## config.mk

```make
export PLATFORM = sky130hd
export DESIGN_NAME = qfde_ctrl
export DESIGN_NICKNAME = d
export VERILOG_FILES = /design/src/hw/rtl/qfde_pkg.sv /design/src/hw/rtl/qfde_ctrl.sv
export SDC_FILE = /design/constraint.sdc
export NUM_CORES = 1
export LEC_CHECK = 0
export BUFFER_PORTS_ARGS = -buffer_cell sky130_fd_sc_hd__buf_2
export CAP_MARGIN = 30
export CORE_AREA = 8 8 45 47
export DETAILED_ROUTE_END_ITERATION = 10
export DIE_AREA = 0 0 53 55
export GPL_ROUTABILITY_DRIVEN = 0
export HOLD_SLACK_MARGIN = 0.03
export PLACE_DENSITY_LB_ADDON = 0.05
export SLEW_MARGIN = 20
export SYNTH_ARGS = -nofsm -noshare
export SYNTH_HDL_FRONTEND = slang
export SYNTH_SLANG_ARGS = --single-unit
```

## constraint.sdc

```tcl
create_clock -name clk -period 1.6 [get_ports clk]
set_clock_uncertainty 0.1 [all_clocks]
set_input_delay 0.32 -clock clk [delete_from_list [all_inputs] [get_ports clk]]
set_output_delay 0.32 -clock clk [all_outputs]
set_load 0.01 [all_outputs]
```

## src/hw/rtl/qfde_pkg.sv

```systemverilog
`timescale 1ns / 1ps

package qfde_pkg;

	// field widths
	localparam int IDX_W  = 4;
	localparam int COEF_W = 16;
	localparam int VAL_W  = 16;
	localparam int DIFF_W = 17;
	localparam int DIMS_W = 5;
	localparam int SUM_W  = 56;
	localparam int TDATA_IN_W  = 56;
	localparam int TDATA_OUT_W = 56;

	// build defaults
	localparam int MAX_DIM_DEFAULT = 16;
	localparam int DIMS_RESET      = 16;

	// input item kinds
	localparam logic ACT_LOAD    = 1'b0;
	localparam logic ACT_ELEMENT = 1'b1;

	// controller to datapath
	typedef struct packed {
		logic load;   // write one matrix coefficient
		logic start;  // take an element: store difference, open its row pass
		logic issue;  // issue one multiply-accumulate of the row pass
		logic emit;   // move the sum to the output register and clear
	} cmd_t;

	// datapath to controller
	typedef struct packed {
		logic has_work;   // element count below the active dimension count
		logic issue_end;  // current issue is the diagonal term
		logic pipe_busy;  // products still in flight
		logic out_free;   // output register can take a result
	} status_t;

endpackage

```

## src/hw/rtl/qfde_ctrl.sv

```systemverilog
`timescale 1ns / 1ps

module qfde_ctrl (
	input  logic              clk,
	input  logic              arst_n,
	input  logic              in_valid,
	output logic              in_ready,
	input  logic              action,
	input  logic              last,
	input  qfde_pkg::status_t status,
	output qfde_pkg::cmd_t    cmd
);
	import qfde_pkg::*;

	typedef enum logic [3:0] {
		ST_IDLE  = 4'b0001,
		ST_RUN   = 4'b0010,
		ST_DRAIN = 4'b0100,
		ST_EMIT  = 4'b1000
	} state_t;

	state_t state_q, state_d;
	logic   last_q;
	logic   accept;
	logic   is_elem;

	assign in_ready = (state_q == ST_IDLE);
	assign accept   = in_valid && in_ready;
	assign is_elem  = (action == ACT_ELEMENT);

	assign cmd.load  = accept && !is_elem;
	assign cmd.start = accept && is_elem && status.has_work;
	assign cmd.issue = (state_q == ST_RUN);
	assign cmd.emit  = (state_q == ST_EMIT) && status.out_free;

	always_comb begin
		state_d = state_q;
		unique case (state_q)
			ST_IDLE: begin
				if (accept && is_elem) begin
					if (status.has_work) begin
						state_d = ST_RUN;
					end else if (last) begin
						state_d = ST_EMIT;
					end
				end
			end
			ST_RUN: begin
				if (status.issue_end) begin
					state_d = ST_DRAIN;
				end
			end
			ST_DRAIN: begin
				if (!status.pipe_busy) begin
					state_d = last_q ? ST_EMIT : ST_IDLE;
				end
			end
			ST_EMIT: begin
				if (status.out_free) begin
					state_d = ST_IDLE;
				end
			end
			default: state_d = ST_IDLE;
		endcase
	end

	always_ff @(posedge clk or negedge arst_n) begin
		if (!arst_n) begin
			state_q <= ST_IDLE;
			last_q  <= 1'b0;
		end else begin
			state_q <= state_d;
			if (accept && is_elem) begin
				last_q <= last;
			end
		end
	end

	a_emit_after_drain: assert property (@(posedge clk) disable iff (!arst_n)
		cmd.emit |-> !status.pipe_busy)
		else $error("result taken while products in flight");

	a_no_accept_in_pass: assert property (@(posedge clk) disable iff (!arst_n)
		cmd.issue |-> !in_ready)
		else $error("input ready during a row pass");

	a_run_follows_start: assert property (@(posedge clk) disable iff (!arst_n)
		cmd.start |=> (state_q == ST_RUN))
		else $error("element start did not open a row pass");

endmodule

```

==> impl_metrics.toml <==
[run_status]
outcome = "finished, violations left"
violations = "negative setup slack"

[floorplanning]
ios = 14
initial_utilization_pct = 27.1
rows = 14
core-area_sq_mm = 0.00138
die_area_sq_mm = 0.00292
die_w_microns = 53
die_h_microns = 55

[timing]
rsz0062_at_grt = "yes"
setup_violations = 9
relSlewSlack_pct = 79.9
slew_viol_final = 0
worst_slack_ps = -298
fin_hold_ws_ps = 204
finalHoldViolations = 0
fmax_mhz = 527
min_period_ps = 1900
fin_crit_sh_pct = 119
tightest_slew_ps = 298

[flow_run]
max_cap_violations = 0

[pwr]
p_clk_share_pct = 17.4
combPwrFrac_pct = 58.0
power.density_mw_per_mm2 = 1320
p_leak_uw = 0.000308
power_switching_uw = 276
total_power_uw = 847
vdd_drop_max_uv = 775
netSwitchingFraction_pct = 32.6
pwr-share-seq_pct = 24.7
p_int_uw = 571

[drt]
drt_pass1_iterations = 4
via_per_inst = 4.90
drtAntennaViolNets = 0
wl_per_cell_microns = 13.8
drtIter0Drc = 4
drcViolationCount = 0
via_count = 426
drt_wl_total_microns = 1200

[grt]
grt.busiest_layer = "met2"
grt_overflow_total = 0
met3_usage_pct = 4.55
grt_max_degree = 7
met2_usage_pct = 14.1
first_global_vias = 421
grt_pass1_wl_microns = 1860
gr-usage-met1_pct = 9.52
grt_antenna_before_repair = 0
track_usage_pct = 9.11

[critical_path]
ff2ff_path_depth = 7
r2r-start = "state_q[1]"
worstSetupStartpointType = "register"
critPathKind = "register to output port"
arrival_ps = 1480
required_ps = 1180
worst_path_largest_cell_delay_ps = 550
path_cells = "nor4b_4, and3_4, and2_4, buf_6"
reg2reg_to = "state_q[3]"
cp_max_fo = 4
r2r_setup_slack_ps = -220
cp_slowest_cell = "dfstp_2"
setup.worst_path.end_class = "output port"

[layout]
design_area_sq_um = 643
n_antenna_cell = 0
final_layout_size_suffix_gt1_share_pct = 62.0
final_common_cell = "buf_4"
final_cell_mix = "13 x buf_4, 11 x buf_2, 5 x buf_6, 3 x nor2_1, 3 x clkbuf_4"
fin_nets = 81
syn_to_final_growth_pct = 71.3

[clock_network]
clkSinkCount = 5
path_clk_slew_ps = 40
clk-insertion-delay-late_ps = 250
cts_tree = "built"
cts_buffer_depth = 2
cts_made_buffers = 3
root_buffer = "clkbuf_4"
cts_max_level = 1

[worst_hold_path]
hold_class = "input port to register"
hp-start = "status[0]"
hold_depth = 2
min_to = "state_q[3]"

[synth]
yosys_register_bits = 5
synthesis.nets = 49
avgSynthCellArea_sq_um = 9.38
ys_warn_count = 0
synth_edf_count = 0
synth_cell_types = 27
syn_area_sq_um = 375
synthesis.instances = 40
synth-seq-area-share_pct = 33.7
synthArstFlopShare_pct = 100
ys.flop_type = "dfrtp_1"

[placement]
place_area_sq_um = 503
dp_hpwl_microns = 892
place_ws_ps = -58.8
port_buffers = 13
-- worst max-delay path: cells and delay by family, from the launching register on --
kind / cells / cell delay, ps
AND/OR/NAND/NOR: 3 / 590
buffers and inverters: 1 / 90
flip-flops: 1 / 550
-- layout make-up --
type	count	area [sq um]
clock buffers	4	26.3
inverters	2	7.51
fillers	148	741
repair buffers	30	219
flip-flops and latches	5	129
well taps	16	20.0
multi-input cells	30	241
-- sequential cells by signal, indices dropped and copies added, names as in the netlist --
name	count
last_q	1
state_q	4
-- through the flow --
stage	TNS, ps	util (%)	instances
final	-1820	46.5	87
after global routing	-2420	46.5	87
after CTS	-1160	43.7	84
after detailed placement	-109	36.3	75
after global placement	-109	36.3	75
after floorplan	-192	-	40
-- power by group through the flow --
stage	clock [uW]	combinational, uW	sequential, uW
6_report	147	491	209
5_1_grt	165	529	212
4_1_cts	154	422	207
3_5_place_dp	0	322	208
3_3_place_gp	0	323	205
2_1_floorplan	0	214	196
-- how the worst max path moves through the flow --
stage	startpoint	endpoint	slack, ps	depth (start not counted)
floorplan	state_q[0]	cmd[2]	-120	4
global placement	state_q[1]	cmd[0]	-70	4
detailed placement	state_q[2]	state_q[3]	-60	4
CTS	state_q[0]	cmd[2]	-270	4
global route	state_q[0]	cmd[3]	-380	5
finish	state_q[0]	cmd[2]	-300	4
-- timing repair --
item                       in CTS  in global routing
setup buffers                   5                  3
hold buffers                    1                  0
resized for setup               9                  4
setup endpoints to repair       8                  9
pin swaps                       3                  3
hold endpoints to repair        5                  0
-- synthesized netlist by cell type (all sizes together), types with 2 or more instances --
cell type | count | area (sq um)
o21ai | 2 | 10.0
dfrtp | 4 | 100
and2 | 2 | 12.5
nand2 | 3 | 11.3
a211oi | 2 | 20.0
nand3b | 2 | 15.0
buf | 3 | 27.5
inv | 2 | 7.51
nor2 | 4 | 15.0
nor4b | 2 | 32.5
-- cell families after synthesis --
group                  after synthesis  synth area share, %
AO/OA/AOI/OAI                       10                 20.0
buffers and inverters                5                 9.33
flip-flops                           5                 33.7
multiplexers                         1                 3.00
AND/OR/NAND/NOR                     19                 34.0
-- routing by layer --
metal / vias up / wire length, microns
li1: 207 / -
met1: 198 / 483
met2: 19 / 616
met3: 2 / 76
met4: 0 / 27
met5: - / 0
Power figures use the tool's default switching activity.
